**src/rtl/cfa_pkg.sv**
```systemverilog
// Shared types and constants of the contiguous frame allocator.
package cfa_pkg;

  // Default number of frames held in the frame map.
  localparam int FRAME_COUNT_DEF = 1024;

  // Field widths fixed by the request and result formats.
  localparam int CFG_W      = 11;
  localparam int COUNT_W    = 11;
  localparam int FRAME_W    = 10;
  localparam int CFG_IDX_W  = 1;
  // Address width carried between sequencer and map, enough for the largest map.
  localparam int MAP_ADDR_W = 17;

  // Reset values of the configuration registers.
  localparam logic [CFG_W-1:0] FRAMES_PRESENT_RST  = CFG_W'(1024);
  localparam logic [CFG_W-1:0] RESERVED_FRAMES_RST = '0;

  typedef enum logic [0:0] {
    OP_ALLOC = 1'b0,
    OP_FREE  = 1'b1
  } op_t;

  typedef enum logic [1:0] {
    ST_OK      = 2'd0,
    ST_NOSPACE = 2'd1,
    ST_BADFREE = 2'd2
  } status_t;

  typedef enum logic [CFG_IDX_W-1:0] {
    REG_FRAMES_PRESENT = 1'b0,
    REG_RESERVED       = 1'b1
  } cfg_reg_t;

  typedef struct packed {
    op_t                operation;
    logic [COUNT_W-1:0] page_count;
    logic [FRAME_W-1:0] start_frame;
  } req_t;

  typedef struct packed {
    status_t            status;
    logic [FRAME_W-1:0] frame_index;
  } rsp_t;

  typedef struct packed {
    logic [CFG_W-1:0] frames_present;
    logic [CFG_W-1:0] reserved_frames;
  } cfg_t;

  // Access request from the sequencer to the two frame map memories.
  typedef struct packed {
    logic                  used_we;
    logic                  used_wdata;
    logic [MAP_ADDR_W-1:0] used_addr;
    logic                  run_we;
    logic [COUNT_W-1:0]    run_wdata;
    logic [MAP_ADDR_W-1:0] run_addr;
  } map_req_t;

endpackage

```
**src/rtl/cfa_seq.sv**
```systemverilog
// Sequencer: clearing pass, first-fit scan, run marking and run freeing.
module cfa_seq #(
  parameter int FRAME_COUNT = cfa_pkg::FRAME_COUNT_DEF
) (
  input  logic                         clk,
  input  logic                         rst,
  input  cfa_pkg::cfg_t                cfg,
  input  logic                         start,
  input  cfa_pkg::req_t                request,
  output logic                         busy,
  output logic                         done,
  output cfa_pkg::rsp_t                result,
  output cfa_pkg::map_req_t            map_req,
  input  logic                         used_rdata,
  input  logic [cfa_pkg::COUNT_W-1:0]  run_rdata
);

  localparam int PW = $clog2(FRAME_COUNT + 1);
  localparam int XW = (PW > 12) ? PW : 12;
  localparam int CW = cfa_pkg::COUNT_W;
  localparam int FW = cfa_pkg::FRAME_W;
  localparam int AW = cfa_pkg::MAP_ADDR_W;

  typedef enum logic [5:0] {
    S_CLEAR    = 6'b000001,
    S_IDLE     = 6'b000010,
    S_SCAN     = 6'b000100,
    S_MARK     = 6'b001000,
    S_FREE_RD  = 6'b010000,
    S_FREE_CLR = 6'b100000
  } state_t;

  state_t         state;
  logic [XW-1:0]  limit;
  logic [XW-1:0]  clr;
  logic [XW-1:0]  pos;
  logic [XW-1:0]  cidx;
  logic [XW-1:0]  first;
  logic [XW-1:0]  mk;
  logic [XW-1:0]  mk_end;
  logic [XW-1:0]  kpos;
  logic [CW-1:0]  want;
  logic [CW-1:0]  run;
  logic [CW-1:0]  len;
  logic [CW-1:0]  cnt;
  logic [FW-1:0]  fstart;
  logic           pending;
  logic           first_cyc;
  logic           frame_busy;
  logic           hit;
  logic           past_end;

  // Effective frame count is the smaller of the register and the map depth.
  always_comb begin
    if (XW'(cfg.frames_present) < XW'(FRAME_COUNT)) begin
      limit = XW'(cfg.frames_present);
    end else begin
      limit = XW'(FRAME_COUNT);
    end
  end

  // Scan check of the frame whose used bit has just come back.
  assign frame_busy = (cidx < XW'(cfg.reserved_frames)) || used_rdata;
  assign hit        = !frame_busy && ((run + CW'(1)) == want);
  assign past_end   = (cidx >= limit);

  assign busy = (state != S_IDLE);

  // Control and result registers.
  always_ff @(posedge clk) begin
    if (rst) begin
      state <= S_CLEAR;
      clr   <= '0;
      done  <= 1'b0;
    end else begin
      done <= 1'b0;
      unique case (state)
        S_CLEAR: begin
          clr <= clr + XW'(1);
          if (clr == XW'(FRAME_COUNT - 1)) begin
            state <= S_IDLE;
          end
        end
        S_IDLE: begin
          if (start) begin
            if (request.operation == cfa_pkg::OP_ALLOC) begin
              want <= request.page_count;
              if ((request.page_count == '0) || (XW'(request.page_count) > limit)) begin
                done               <= 1'b1;
                result.status      <= cfa_pkg::ST_NOSPACE;
                result.frame_index <= '0;
              end else begin
                pos     <= '0;
                run     <= '0;
                pending <= 1'b0;
                state   <= S_SCAN;
              end
            end else begin
              fstart <= request.start_frame;
              if (XW'(request.start_frame) >= limit) begin
                done               <= 1'b1;
                result.status      <= cfa_pkg::ST_BADFREE;
                result.frame_index <= request.start_frame;
              end else begin
                state <= S_FREE_RD;
              end
            end
          end
        end
        S_SCAN: begin
          pos     <= pos + XW'(1);
          cidx    <= pos;
          pending <= 1'b1;
          if (pending) begin
            if (past_end) begin
              done               <= 1'b1;
              result.status      <= cfa_pkg::ST_NOSPACE;
              result.frame_index <= '0;
              state              <= S_IDLE;
            end else if (frame_busy) begin
              run <= '0;
            end else if (hit) begin
              first     <= cidx + XW'(1) - XW'(want);
              mk        <= cidx + XW'(1) - XW'(want);
              mk_end    <= cidx;
              first_cyc <= 1'b1;
              state     <= S_MARK;
            end else begin
              run <= run + CW'(1);
            end
          end
        end
        S_MARK: begin
          first_cyc <= 1'b0;
          mk        <= mk + XW'(1);
          if (mk == mk_end) begin
            done               <= 1'b1;
            result.status      <= cfa_pkg::ST_OK;
            result.frame_index <= first[FW-1:0];
            state              <= S_IDLE;
          end
        end
        S_FREE_RD: begin
          if (run_rdata == '0) begin
            done               <= 1'b1;
            result.status      <= cfa_pkg::ST_BADFREE;
            result.frame_index <= fstart;
            state              <= S_IDLE;
          end else begin
            len   <= run_rdata;
            kpos  <= XW'(fstart);
            cnt   <= CW'(1);
            state <= S_FREE_CLR;
          end
        end
        S_FREE_CLR: begin
          kpos <= kpos + XW'(1);
          cnt  <= cnt + CW'(1);
          if ((cnt == len) || (kpos == XW'(FRAME_COUNT - 1))) begin
            done               <= 1'b1;
            result.status      <= cfa_pkg::ST_OK;
            result.frame_index <= fstart;
            state              <= S_IDLE;
          end
        end
        default: begin
          state <= S_CLEAR;
          clr   <= '0;
        end
      endcase
    end
  end

  // Memory accesses for each state.
  always_comb begin
    map_req = '0;
    unique case (state)
      S_CLEAR: begin
        map_req.used_we   = 1'b1;
        map_req.used_addr = AW'(clr);
        map_req.run_we    = 1'b1;
        map_req.run_addr  = AW'(clr);
      end
      S_IDLE: begin
        // Look up the run length early in case this is a free request.
        map_req.run_addr = AW'(request.start_frame);
      end
      S_SCAN: begin
        map_req.used_addr = AW'(pos);
      end
      S_MARK: begin
        map_req.used_we    = 1'b1;
        map_req.used_wdata = 1'b1;
        map_req.used_addr  = AW'(mk);
        map_req.run_we     = first_cyc;
        map_req.run_wdata  = want;
        map_req.run_addr   = AW'(first);
      end
      S_FREE_RD: begin
        map_req.run_we   = (run_rdata != '0);
        map_req.run_addr = AW'(fstart);
      end
      S_FREE_CLR: begin
        map_req.used_we   = 1'b1;
        map_req.used_addr = AW'(kpos);
      end
      default: begin
        map_req = '0;
      end
    endcase
  end

endmodule

```
**config.mk**
```make
export PLATFORM = sky130hd
export DESIGN_NAME = cfa_seq
export DESIGN_NICKNAME = d
export VERILOG_FILES = /design/src/rtl/cfa_pkg.sv /design/src/rtl/cfa_seq.sv
export SDC_FILE = /design/constraint.sdc
export NUM_CORES = 1
export LEC_CHECK = 0
export BUFFER_PORTS_ARGS = -buffer_cell sky130_fd_sc_hd__buf_2
export CORE_MARGIN = 10
export CORE_UTILIZATION = 40
export CTS_BUF_LIST = sky130_fd_sc_hd__clkbuf_8
export DETAILED_ROUTE_END_ITERATION = 10
export PLACE_DENSITY = 0.62
export SLEW_MARGIN = 20
export SYNTH_ARGS = -nofsm -noshare
export SYNTH_HDL_FRONTEND = slang
export SYNTH_SLANG_ARGS = --single-unit
export TNS_END_PERCENT = 10
```
**constraint.sdc**
```tcl
create_clock -name clk -period 5.3 [get_ports clk]
set_clock_uncertainty 0.15 [all_clocks]
set_input_delay 1.06 -clock clk [delete_from_list [all_inputs] [get_ports clk]]
set_output_delay 1.06 -clock clk [all_outputs]
set_load 0.005 [all_outputs]
```
==> metrics.md, run 1 <==
| Metric | Value |
|---|---|
| TritonCTS clock tree | `built` |
| Setup repair after global routing missed its margin | `false` |
| Tmin final | `4.35 ns` |
| Worst hold-check slack | `0.376 ns` |
| Max stage delay cell, worst path | `sky130_fd_sc_hd__or4_1` |
| Clock Root Buffer | `sky130_fd_sc_hd__clkbuf_8` |
| Tightest Pin Transition | `1.10 ns` |
| Internal power summed over all cells | `1820 uW` |
| Share of the clock period used by the worst path after layout | `82.0%` |
| Hold Path Cell Cnt | `0` |
| Clock latency at the later pin of the worst-skew pair | `0.46 ns` |
| Router iterations before antenna repair | `7` |
| Post-CTS setup-driven buffer insertion count | `0` |
| Switching Power | `570 uW` |
| Resized cells post-CTS | `0` |
| CP arrival | `3.14 ns` |
| Dominant cell type by area after synthesis | `sky130_fd_sc_hd__edfxtp_1` |
| Share of power burned in the clock network | `38.2%` |
| Register share of total power | `56.4%` |
| Run status | `finished clean` |
| Total core area | `0.0234 mm^2` |
| Via Count | `7473` |
| Top cells by area, synth | `sky130_fd_sc_hd__edfxtp_1 44%, sky130_fd_sc_hd__ha_1 9.1%, sky130_fd_sc_hd__xor2_1 4.7%` |
| Remaining number of nets flagged by the antenna check after routing | `0` |
| Cell row count | `56` |
| Final count of negative-setup-slack endpoints | `0` |
| Routed wire length per instance | `20.3 um` |
| Family with the most delay on the worst path | `simple AND/OR/NAND/NOR gates` |
| Post-synthesis cell area | `0.00947 mm^2` |
| Slew HR | `26.5%` |
| Slowest stage delay, CP | `0.62 ns` |
| Gate count after technology mapping | `912` |
| Total gr overflow | `0` |
| Hold_buf cts | `0` |
| Commonest cells post-synth | `140 x sky130_fd_sc_hd__edfxtp_1, 90 x sky130_fd_sc_hd__nand2_1, 69 x sky130_fd_sc_hd__ha_1, 68 x sky130_fd_sc_hd__nor2_1` |
| Antenna violations before repair | `0` |
| Final hold viol count | `0` |
| Post-synthesis sequential element count | `159` |
| Chip width | `174 um` |
| Most numerous cell in the Yosys netlist | `sky130_fd_sc_hd__edfxtp_1` |
| Max rail drop VDD | `0.111 mV` |
| Sequential element share of the synthesized area | `48.4%` |
| Share of total power consumed by net switching | `23.8%` |
| Clock Sink Count | `159` |
| GR Util All Layers | `17.9%` |
| Leakage | `0.00422 uW` |
| Top_reg_cell synth | `sky130_fd_sc_hd__edfxtp_1` |
| Number of nets in the finished design | `1155` |
| Post-synth EDFFs | `140` |
| Ordered cell list for the critical path | `or4_1 > or3b_1 > buf_4 > inv_4 > a22oi_1 > o211ai_1 > buf_2` |
| DRC | `0` |
| Vias in the first global route | `7146` |
| Kind of end point of the critical path | `primary output` |
| FFs w/ async S/R, synth | `0%` |
| Global-route wire length before repair | `42.3 mm` |
| Count of max-cap constraint violations | `0` |
| Final-layout setup total negative slack | `0 ns` |
| Power per unit of standard cell area | `222 mW/mm^2` |
| Initial DRC count | `750` |
| Die footprint | `0.0302 mm^2` |
| Final Max Tran Viols | `0` |
| Count of input and output buffers | `110` |
| Count of cell instances traversed by the critical path | `7` |
| Fraction of layout cells with a size suffix above 1 | `16.8%` |
| Layout area overhead | `13.9%` |
| Number of library cell types mapped by synthesis | `67` |
| Inserted Clock Buffers | `17` |
| Number of buffers on the longest clock path | `2` |
| # H-tree levels | `4` |
| Detailed-route wire length | `27.5 mm` |
| Kind of launch point of the worst setup path | `register` |
| Maximum number of pins on one net before global-route repair | `47` |
| Buffers plus inverters on the worst setup path | `3` |
| Fmax | `0.230 GHz` |
| Critical path data required time | `4.09 ns` |
| Mean instance size in the synthesized netlist | `10.4 um^2` |
| Worst Path Class, Setup | `reg -> out` |
| Crit path max fanout | `46` |
| Half-perimeter wire length after placement | `21.6 mm` |
| Clk slew on worst S/H paths | `0.09 ns` |
| # diodes | `0` |
| Part of the power in combinational logic | `5.4%` |
| Hold Path Class | `reg -> reg` |
| Path depth of the worst reg2reg path | `7` |
| Fraction of post-synthesis cell area in the top cell type by area | `44.4%` |
| Y dimension of the die | `174 um` |
| Routability congestion estimate | `0.896` |
| Vias per cell | `5.50` |
| Synth warnings | `0` |
| Top Ports | `121` |
| Initial core utilization | `40.5%` |
==> kinds of logic after synthesis <==
| kind of cell | synth area share [%] |
|---|---|
| other | 0.0396 |
| multiplexers | 0.357 |
| adder cells (fa/ha/maj) | 9.33 |
| AND/OR/NAND/NOR | 17.8 |
| buffers and inverters | 4.07 |
| AO/OA/AOI/OAI | 11.2 |
| XOR/XNOR | 8.79 |
| flip-flops | 48.4 |
==> metrics by stage <==
stage          worst slack [ns]  instances  power (uW)  utilization [%]  instance area (um^2)
2_1_floorplan             0.481        921        1450                -                  9500
3_3_place_gp               1.25       1326        1500             44.4                 10400
3_5_place_dp               1.17       1326        1510             44.4                 10400
4_1_cts                    1.00       1358        2400             46.1                 10800
5_1_grt                   0.828       1358        2480             46.1                 10800
6_report                  0.953       1358        2390             46.1                 10800
==> cell usage in the layout, fill, tap and decap left out, types with 6 or more instances in the layout <==
master                     instances
sky130_fd_sc_hd__buf_4            12
sky130_fd_sc_hd__o211ai_1          6
sky130_fd_sc_hd__nand4_1          22
sky130_fd_sc_hd__a21o_1            7
sky130_fd_sc_hd__nand2b_1          8
sky130_fd_sc_hd__nor2b_1           6
sky130_fd_sc_hd__a22oi_1          25
sky130_fd_sc_hd__inv_1            52
sky130_fd_sc_hd__buf_2           110
sky130_fd_sc_hd__clkbuf_8         17
sky130_fd_sc_hd__edfxtp_1        140
sky130_fd_sc_hd__ha_1             69
sky130_fd_sc_hd__a21oi_1          31
sky130_fd_sc_hd__nand2_1          90
sky130_fd_sc_hd__xor2_1           51
sky130_fd_sc_hd__nand3_1          48
sky130_fd_sc_hd__xnor2_1          44
sky130_fd_sc_hd__a222oi_1         10
sky130_fd_sc_hd__and3_1           14
sky130_fd_sc_hd__or3_1            16
sky130_fd_sc_hd__a211oi_1          8
sky130_fd_sc_hd__nor4_1           15
sky130_fd_sc_hd__nor3_1           13
sky130_fd_sc_hd__nor2_1           67
sky130_fd_sc_hd__dfxtp_1          19
sky130_fd_sc_hd__conb_1           10
sky130_fd_sc_hd__o21ai_0          40
==> per-layer routing <==
layer | up-vias | routed length (um) | track usage (%)
li1 | 3574 | - | -
met1 | 3556 | 12900 | 24.9
met2 | 320 | 11900 | 27.0
met3 | 23 | 2360 | 5.36
met4 | 0 | 400 | 3.85
met5 | - | 0 | 0
==> power by group through the flow <==
stage                     logic, uW  registers, uW  clock network [uW]
final                           130           1350                 914
after global placement          125           1380                   0
after floorplan                69.5           1380                   0
after detailed placement        127           1380                   0
after CTS                       128           1350                 924
after global routing            145           1350                 987
==> registers in the layout, indices dropped and copies added, names as in the netlist <==
signal and count:
fstart 10, kpos 12, cidx 12, mk_end 12, first 12, done 1
cnt 11, result 12, pending 1, first_cyc 1, len 11, clr 12
pos 12, mk 12, run 11, want 11, state 6
==> worst register-to-register path, delay by kind of cell, from the launching register on <==
kind | cells | cell delay [ns]
buffers and inverters | 2 | 0.67
AOI/OAI and AO/OA | 1 | 0.55
DFF | 1 | 0.37
and+or+nand+nor | 4 | 1.66
==> worst paths after layout <==
kind	startpoint	endpoint	slack, ns
worst max-delay path	state[0]$_SDFFE_PP1P_	map_req[0]	0.95
worst min-delay path	pos[8]$_SDFFCE_PN0P_	cidx[8]$_DFFE_PP_	0.38
worst max register to register	state[0]$_SDFFE_PP1P_	result[11]$_DFFE_PP_	1.53
worst min register to register	pos[8]$_SDFFCE_PN0P_	cidx[8]$_DFFE_PP_	0.38
==> final cells by class <==
cell class | count | area (um^2)
clock buffers | 17 | 234
clock inverters | 15 | 163
multi-input cells | 672 | 4560
repair buffers | 122 | 641
flip-flops and latches | 159 | 4580
inverters | 54 | 205
fillers | 2272 | 12600
well taps | 319 | 399
(Power assumes the default switching activity.)
==> run 2, diff against run 1 <==
Settings changed: ABC_AREA set to 1, PLACE_DENSITY 0.62 to 0.64.
Clock period 5.3 ns to 3.6 ns, I/O delays scaled along.
==> metrics.md, run 2 <==
| Metric | Value |
|---|---|
| Run status | `finished clean` |
| Count of max-cap constraint violations | `0 (unchanged)` |
| FFs w/ async S/R, synth | `0% (unchanged)` |
| Final-layout setup total negative slack | `0 ns (unchanged)` |
| Main combinational cell family by area after synthesis | `simple AND/OR/NAND/NOR gates` |
| CP arrival | `2.38 ns (-0.76 ns)` |
| Setup repair after global routing missed its margin | `false` |
| Half-perimeter wire length after placement | `22.8 mm (+5.6%)` |
| Post-CTS setup-driven buffer insertion count | `0 (unchanged)` |
| Number of buffers on the longest clock path | `2 (unchanged)` |
| Commonest cells post-synth | `308 x sky130_fd_sc_hd__nand2_1, 162 x sky130_fd_sc_hd__inv_1, 140 x sky130_fd_sc_hd__edfxtp_1, 124 x sky130_fd_sc_hd__nor2_1, 69 x sky130_fd_sc_hd__ha_1` |
| # diodes | `0 (unchanged)` |
| Clock Root Buffer | `sky130_fd_sc_hd__clkbuf_8` |
| Max rail drop VDD | `0.242 mV (+120%)` |
| Switching Power | `1480 uW (+160%)` |
| Fraction of post-synthesis cell area in the top cell type by area | `42.7% (-1.7 points)` |
| Routability congestion estimate | `0.926 (+3.3%)` |
| Critical path's most frequent cell | `sky130_fd_sc_hd__buf_4` |
| Most frequent cells in the layout | `308 x sky130_fd_sc_hd__nand2_1, 162 x sky130_fd_sc_hd__inv_1, 140 x sky130_fd_sc_hd__edfxtp_1` |
| Hold Path Class | `in -> reg` |
| Number of nets in the finished design | `1432 (+24%)` |
| Area share of xor/xnor cells in the synthesized design | `2.93% (-5.9 points)` |
| Total gr overflow | `0 (unchanged)` |
| Crit path max fanout | `27 (-41%)` |
| Synth warnings | `0 (unchanged)` |
| Internal power summed over all cells | `2910 uW (+60%)` |
| Post-synth EDFFs | `140 (unchanged)` |
| Fmax | `0.308 GHz` |
| Fraction of layout cells with a size suffix above 1 | `13.8% (-3.0 points)` |
| Final hold viol count | `0 (unchanged)` |
| Power per unit of standard cell area | `389 mW/mm^2 (+75%)` |
| Chip width | `177 um (+1.8%)` |
| Compound-Gate Fraction of Synth Area | `10.2% (-1.0 points)` |
| Cell row count | `57 (+1.8%)` |
| Resized cells post-CTS | `0 (unchanged)` |
| Remaining number of nets flagged by the antenna check after routing | `0 (unchanged)` |
| Most numerous cell in the Yosys netlist | `sky130_fd_sc_hd__nand2_1` |
| Adder-Cell Fraction of Synth Area | `8.96% (-0.37 points)` |
| Top cells by area, synth | `sky130_fd_sc_hd__edfxtp_1 43%, sky130_fd_sc_hd__nand2_1 12%, sky130_fd_sc_hd__ha_1 8.8%` |
| Vias per cell | `5.11 (-7.1%)` |
| Worst Path Class, Setup | `reg -> out` |
| Final count of negative-setup-slack endpoints | `0 (unchanged)` |
| Kind of end point of the critical path | `primary output` |
| Hold_buf cts | `0 (unchanged)` |
| Filler Cell Count | `2438 (+7.3%)` |
| Share of power burned in the clock network | `30.6% (-7.6 points)` |
| Dominant cell type by area after synthesis | `sky130_fd_sc_hd__edfxtp_1` |
| Ordered cell list for the critical path | `nor2_1 > nand3_1 > buf_4 > inv_1 > buf_4 > nand2_1 > o2111ai_1 > buf_2` |
| Register-to-register path setup slack | `0.69 ns (-0.84 ns)` |
| Share of total power consumed by net switching | `33.6% (+9.8 points)` |
| Fraction of the mapped netlist area in simple logic gates | `23.5% (+5.7 points)` |
| Share of the core filled with cells | `46.5% (+0.38 points)` |
| DRC | `0 (unchanged)` |
| Kind of launch point of the worst setup path | `register` |
| TritonCTS clock tree | `built` |
| Share of the clock period used by the worst path after layout | `90.2%` |
| Router iterations before antenna repair | `5 (-2)` |
| Top_reg_cell synth | `sky130_fd_sc_hd__edfxtp_1` |
| Gate count after technology mapping | `1177 (+29%)` |
| Post-synthesis sequential element count | `159 (unchanged)` |
| Count of input and output buffers | `110 (unchanged)` |
| Initial DRC count | `802 (+6.9%)` |
| Routed wire length per instance | `17.2 um (-15%)` |
| Total core area | `0.0242 mm^2 (+3.6%)` |
| Vias in the first global route | `7880 (+10%)` |
| # H-tree levels | `4 (unchanged)` |
| Antenna violations before repair | `0 (unchanged)` |
| Final Max Tran Viols | `0 (unchanged)` |
| Most common library cell in the layout ignoring fill and taps | `sky130_fd_sc_hd__nand2_1` |
| Slew HR | `36.3% (+9.7 points)` |
| Global-route wire length before repair | `43.5 mm (+2.7%)` |
| GR Util All Layers | `18.0% (+0.045 points)` |
| Tightest Pin Transition | `0.952 ns (-0.144 ns)` |
| Number of library cell types mapped by synthesis | `48 (-28%)` |
| Mean instance size in the synthesized netlist | `8.37 um^2 (-19%)` |
| Critical path data required time | `2.73 ns (-1.36 ns)` |
| Slowest stage delay, CP | `0.34 ns (-0.28 ns)` |
| Mux cell area share after synthesis | `0% (-0.36 points)` |
| Leakage | `0.00501 uW (+19%)` |
| Top Ports | `121 (unchanged)` |
| Y dimension of the die | `177 um (+1.8%)` |
| Max stage delay cell, worst path | `sky130_fd_sc_hd__dfxtp_1` |
| Die footprint | `0.0313 mm^2 (+3.6%)` |
| Layout area overhead | `14.4%` |
| Register share of total power | `48.7% (-7.7 points)` |
| Clock Sink Count | `159 (unchanged)` |
| Post-synthesis cell area | `0.00986 mm^2 (+4.1%)` |
| Sequential element share of the synthesized area | `46.5% (-1.9 points)` |
| Detailed-route wire length | `28.3 mm (+2.7%)` |
| Inserted Clock Buffers | `17 (unchanged)` |
| Tmin final | `3.25 ns` |
| Part of the power in combinational logic | `20.8% (+15 points)` |
| Via Count | `8382 (+12%)` |
| Clk slew on worst S/H paths | `0.11 ns (+0.02 ns)` |
| Clock latency at the later pin of the worst-skew pair | `0.48 ns (+0.02 ns)` |
| Initial core utilization | `40.6% (+0.18 points)` |
| Maximum number of pins on one net before global-route repair | `34 (-28%)` |
-- run 2: changes by cell type in the layout (fill, tap and decap cells not counted), moves of 18 or more --
cell,delta
sky130_fd_sc_hd__a21oi_1,+22
sky130_fd_sc_hd__a22oi_1,-25
sky130_fd_sc_hd__inv_1,+110
sky130_fd_sc_hd__nand2_1,+218
sky130_fd_sc_hd__nor2_1,+56
sky130_fd_sc_hd__o2111ai_1,+19
sky130_fd_sc_hd__o21ai_0,+18
sky130_fd_sc_hd__xnor2_1,-25
sky130_fd_sc_hd__xor2_1,-37
-- run 2: worst paths after layout --
check                        start                end  cells after the start
min                   run_rdata[7]   len[7]$_DFFE_PP_                      1
min reg2reg   pos[6]$_SDFFCE_PN0P_  cidx[6]$_DFFE_PP_                      0
max reg2reg      cidx[9]$_DFFE_PP_   mk[10]$_DFFE_PP_                     10
max          state[2]$_SDFFE_PP0P_        map_req[36]                      8
-- run 2: per-layer routing --
metal	vias up	GRT usage, %	routed length (um)
li1	4203	-	-
met1	3831	24.8	12700
met2	319	27.8	12800
met3	29	4.18	2310
met4	0	4.76	404
met5	-	0	0
-- run 2: cells by family (layout without fill, tap and decap cells) --
logic type / after synthesis / after routing
AO/OA/AOI/OAI: 167 / 167
XOR/XNOR: 33 / 33
adder cells (fa/ha/maj): 70 / 70
buffers and inverters: 196 / 326
flip-flops: 159 / 159
other: 1 / 10
AND/OR/NAND/NOR: 551 / 551
-- run 2: per-stage QoR --
step / power [uW] / hold slack, ns / worst slack [ns] / instance area, um^2 / cells
floorplan: 2740 / 0.276 / -0.0146 / 9890 / 1186
global placement: 3080 / 0.282 / 0.105 / 10900 / 1608
detailed placement: 3090 / 0.295 / -0.0113 / 10900 / 1608
CTS: 4410 / 0.246 / 0.339 / 11300 / 1640
global route: 4620 / 0.234 / 0.170 / 11300 / 1640
finish: 4390 / 0.268 / 0.353 / 11300 / 1640
-- run 2: power by group through the flow --
stage	Combinational, uW	Sequential (uW)	Clock [uW]
floorplan	574	2160	0
global placement	905	2170	0
detailed placement	910	2180	0
CTS	913	2130	1360
global route	1040	2140	1440
finish	912	2130	1340
-- run 2: cell type report --
class                   count  area [um^2]  share of cell area, %
repair buffers            129          706                   6.26
clock inverters            15          171                   1.52
inverters                 165          619                   5.50
multi-input cells         831         4550                   40.4
well taps                 324          405                   3.60
clock buffers              17          234                   2.08
flip-flops and latches    159         4580                   40.7
-- run 2: critical path, delay by kind of cell (launching register included) --
kind / cells / cell delay (ns)
buf+inv: 4 / 0.89
flops: 1 / 0.34
simple gates: 3 / 0.51
compound gates: 1 / 0.14
==> run 3, diff against run 2 <==
Settings changed: MAX_ROUTING_LAYER set to met4.
==> metrics.md, run 3 (synthesized netlist as in run 2, its figures left out) <==
| Metric | Value |
|---|---|
| Filler Cell Count | `2447 (+0.37%)` |
| Power per unit of standard cell area | `396 mW/mm^2 (+1.6%)` |
| Final Max Tran Viols | `0 (unchanged)` |
| Kind of end point of the critical path | `primary output` |
| Kind of launch point of the worst setup path | `register` |
| Fraction of layout cells with a size suffix above 1 | `13.8% (unchanged)` |
| Most common library cell in the layout ignoring fill and taps | `sky130_fd_sc_hd__nand2_1` |
| Max rail drop VDD | `0.219 mV (-9.7%)` |
| Clock Root Buffer | `sky130_fd_sc_hd__clkbuf_8` |
| Remaining number of nets flagged by the antenna check after routing | `0 (unchanged)` |
| Chip width | `177 um (unchanged)` |
| Share of the core filled with cells | `46.5% (+0.057 points)` |
| Run status | `finished clean` |
| Antenna violations before repair | `0 (unchanged)` |
| Ordered cell list for the critical path | `nor2_1 > nand3_1 > buf_4 > inv_1 > buf_4 > nand2_1 > o2111ai_1 > buf_2` |
| Slowest stage delay, CP | `0.33 ns (about the same)` |
| Routability congestion estimate | `0.954 (+3.0%)` |
| GR Util All Layers | `18.2% (+0.21 points)` |
| Post-CTS setup-driven buffer insertion count | `0 (unchanged)` |
| Number of nets in the finished design | `1432 (unchanged)` |
| Hold Path Class | `in -> reg` |
| Routed wire length per instance | `17.2 um (about the same)` |
| Worst Path Class, Setup | `reg -> out` |
| DRC | `0 (unchanged)` |
| Global-route wire length before repair | `42.8 mm (-1.5%)` |
| Resized cells post-CTS | `0 (unchanged)` |
| Total gr overflow | `0 (unchanged)` |
| Clock latency at the later pin of the worst-skew pair | `0.47 ns (about the same)` |
| Y dimension of the die | `177 um (unchanged)` |
| Detailed-route wire length | `28.3 mm (about the same)` |
| Half-perimeter wire length after placement | `22.7 mm (-0.45%)` |
| # diodes | `0 (unchanged)` |
| Final hold viol count | `0 (unchanged)` |
| Vias per cell | `5.16 (+0.97%)` |
| Critical path data required time | `2.73 ns (about the same)` |
| Layout area overhead | `14.5%` |
| Max stage delay cell, worst path | `sky130_fd_sc_hd__dfxtp_1` |
| Final count of negative-setup-slack endpoints | `0 (unchanged)` |
| CP arrival | `2.35 ns (-0.03 ns)` |
| Clock Sink Count | `159 (unchanged)` |
| Most frequent cells in the layout | `308 x sky130_fd_sc_hd__nand2_1, 163 x sky130_fd_sc_hd__inv_1, 140 x sky130_fd_sc_hd__edfxtp_1` |
| Share of the clock period used by the worst path after layout | `89.6% (-0.62 points)` |
| Maximum number of pins on one net before global-route repair | `34 (unchanged)` |
| Critical path's most frequent cell | `sky130_fd_sc_hd__buf_4` |
| Count of input and output buffers | `110 (unchanged)` |
| # H-tree levels | `4 (unchanged)` |
| Tightest Pin Transition | `0.954 ns (+0.00169 ns)` |
| Die footprint | `0.0313 mm^2 (unchanged)` |
| Hold_buf cts | `0 (unchanged)` |
| TritonCTS clock tree | `built` |
| Setup repair after global routing missed its margin | `false` |
| Initial core utilization | `40.6% (unchanged)` |
| Number of buffers on the longest clock path | `2 (unchanged)` |
| Tmin final | `3.22 ns (-0.0222 ns)` |
| Via Count | `8463 (+0.97%)` |
| Slew HR | `36.2% (-0.11 points)` |
| Router iterations before antenna repair | `5 (unchanged)` |
| Vias in the first global route | `7862 (-0.23%)` |
| Initial DRC count | `737 (-8.1%)` |
| Total core area | `0.0242 mm^2 (unchanged)` |
| Total power draw | `4460 uW (+1.8%)` |
| Leakage | `0.00501 uW (+0.15%)` |
| Count of max-cap constraint violations | `0 (unchanged)` |
| Top Ports | `121 (unchanged)` |
| Clk slew on worst S/H paths | `0.10 ns (about the same)` |
| Crit path max fanout | `27 (unchanged)` |
| Cell row count | `57 (unchanged)` |
| Inserted Clock Buffers | `17 (unchanged)` |
| Fmax | `0.310 GHz (+0.69%)` |
-- run 3: cell count changes in the layout (fill, tap and decap cells not counted), moves of 2 or more --
cell | previous run | this run
sky130_fd_sc_hd__clkinvlp_4 | 0 | 2
sky130_fd_sc_hd__clkinv_2 | 0 | 2
sky130_fd_sc_hd__bufinv_16 | 0 | 3
sky130_fd_sc_hd__clkinv_8 | 4 | 0
sky130_fd_sc_hd__inv_6 | 2 | 4
sky130_fd_sc_hd__inv_8 | 6 | 2
-- run 3: path summary, 6_finish.rpt --
| path | startpoint | to | slack (ns) | depth (start not counted) |
|---|---|---|---|---|
| worst min-delay path | run_rdata[7] | len[7]$_DFFE_PP_ | 0.29 | 1 |
| worst max register to register | cidx[9]$_DFFE_PP_ | mk[4]$_DFFE_PP_ | 0.70 | 10 |
| worst min register to register | pos[6]$_SDFFCE_PN0P_ | cidx[6]$_DFFE_PP_ | 0.32 | 0 |
| worst max-delay path | state[2]$_SDFFE_PP0P_ | map_req[38] | 0.38 | 8 |
-- run 3: through the flow --
stage | area, um^2 | hold slack [ns] | worst slack, ns | TNS, ns | cells
final | 11300 | 0.287 | 0.376 | 0 | 1640
after global routing | 11300 | 0.265 | 0.156 | 0 | 1640
after CTS | 11300 | 0.265 | 0.371 | 0 | 1640
after detailed placement | 10900 | 0.295 | 0.0550 | 0 | 1608
after global placement | 10900 | 0.281 | 0.109 | 0 | 1608
after floorplan | 9890 | 0.276 | -0.0146 | -0.189 | 1186
-- run 3: critical path, delay by kind of cell, from the launching register on --
kind / cells / cell delay [ns]
buffers and inverters: 4 / 0.87
flip-flops: 1 / 0.33
AND/OR/NAND/NOR: 3 / 0.54
AO/OA/AOI/OAI: 1 / 0.13
-- run 3: where the power goes --
| group | switching [uW] | total (uW) | internal (uW) | leakage (uW) |
|---|---|---|---|---|
| clock | 719 | 1420 | 699 | 0.000212 |
| sequential | 51.7 | 2130 | 2080 | 0.00142 |
| combinational | 612 | 914 | 302 | 0.00338 |
-- run 3: cell type report --
type | instances | area [um^2] | area share (%)
flip-flops and latches | 159 | 4580 | 40.6
repair buffers | 129 | 706 | 6.25
clock inverters | 15 | 185 | 1.64
well taps | 324 | 405 | 3.59
clock buffers | 17 | 234 | 2.07
inverters | 165 | 619 | 5.49
multi-input cells | 831 | 4550 | 40.3
-- run 3: per-layer routing --
metal | global-route usage (%) | vias up | wire length (um)
met2 | 27.8 | 333 | 12800
met4 | 4.03 | 0 | 284
met5 | - | - | 0
li1 | - | 4205 | -
met1 | 24.7 | 3904 | 12800
met3 | 3.33 | 21 | 2360
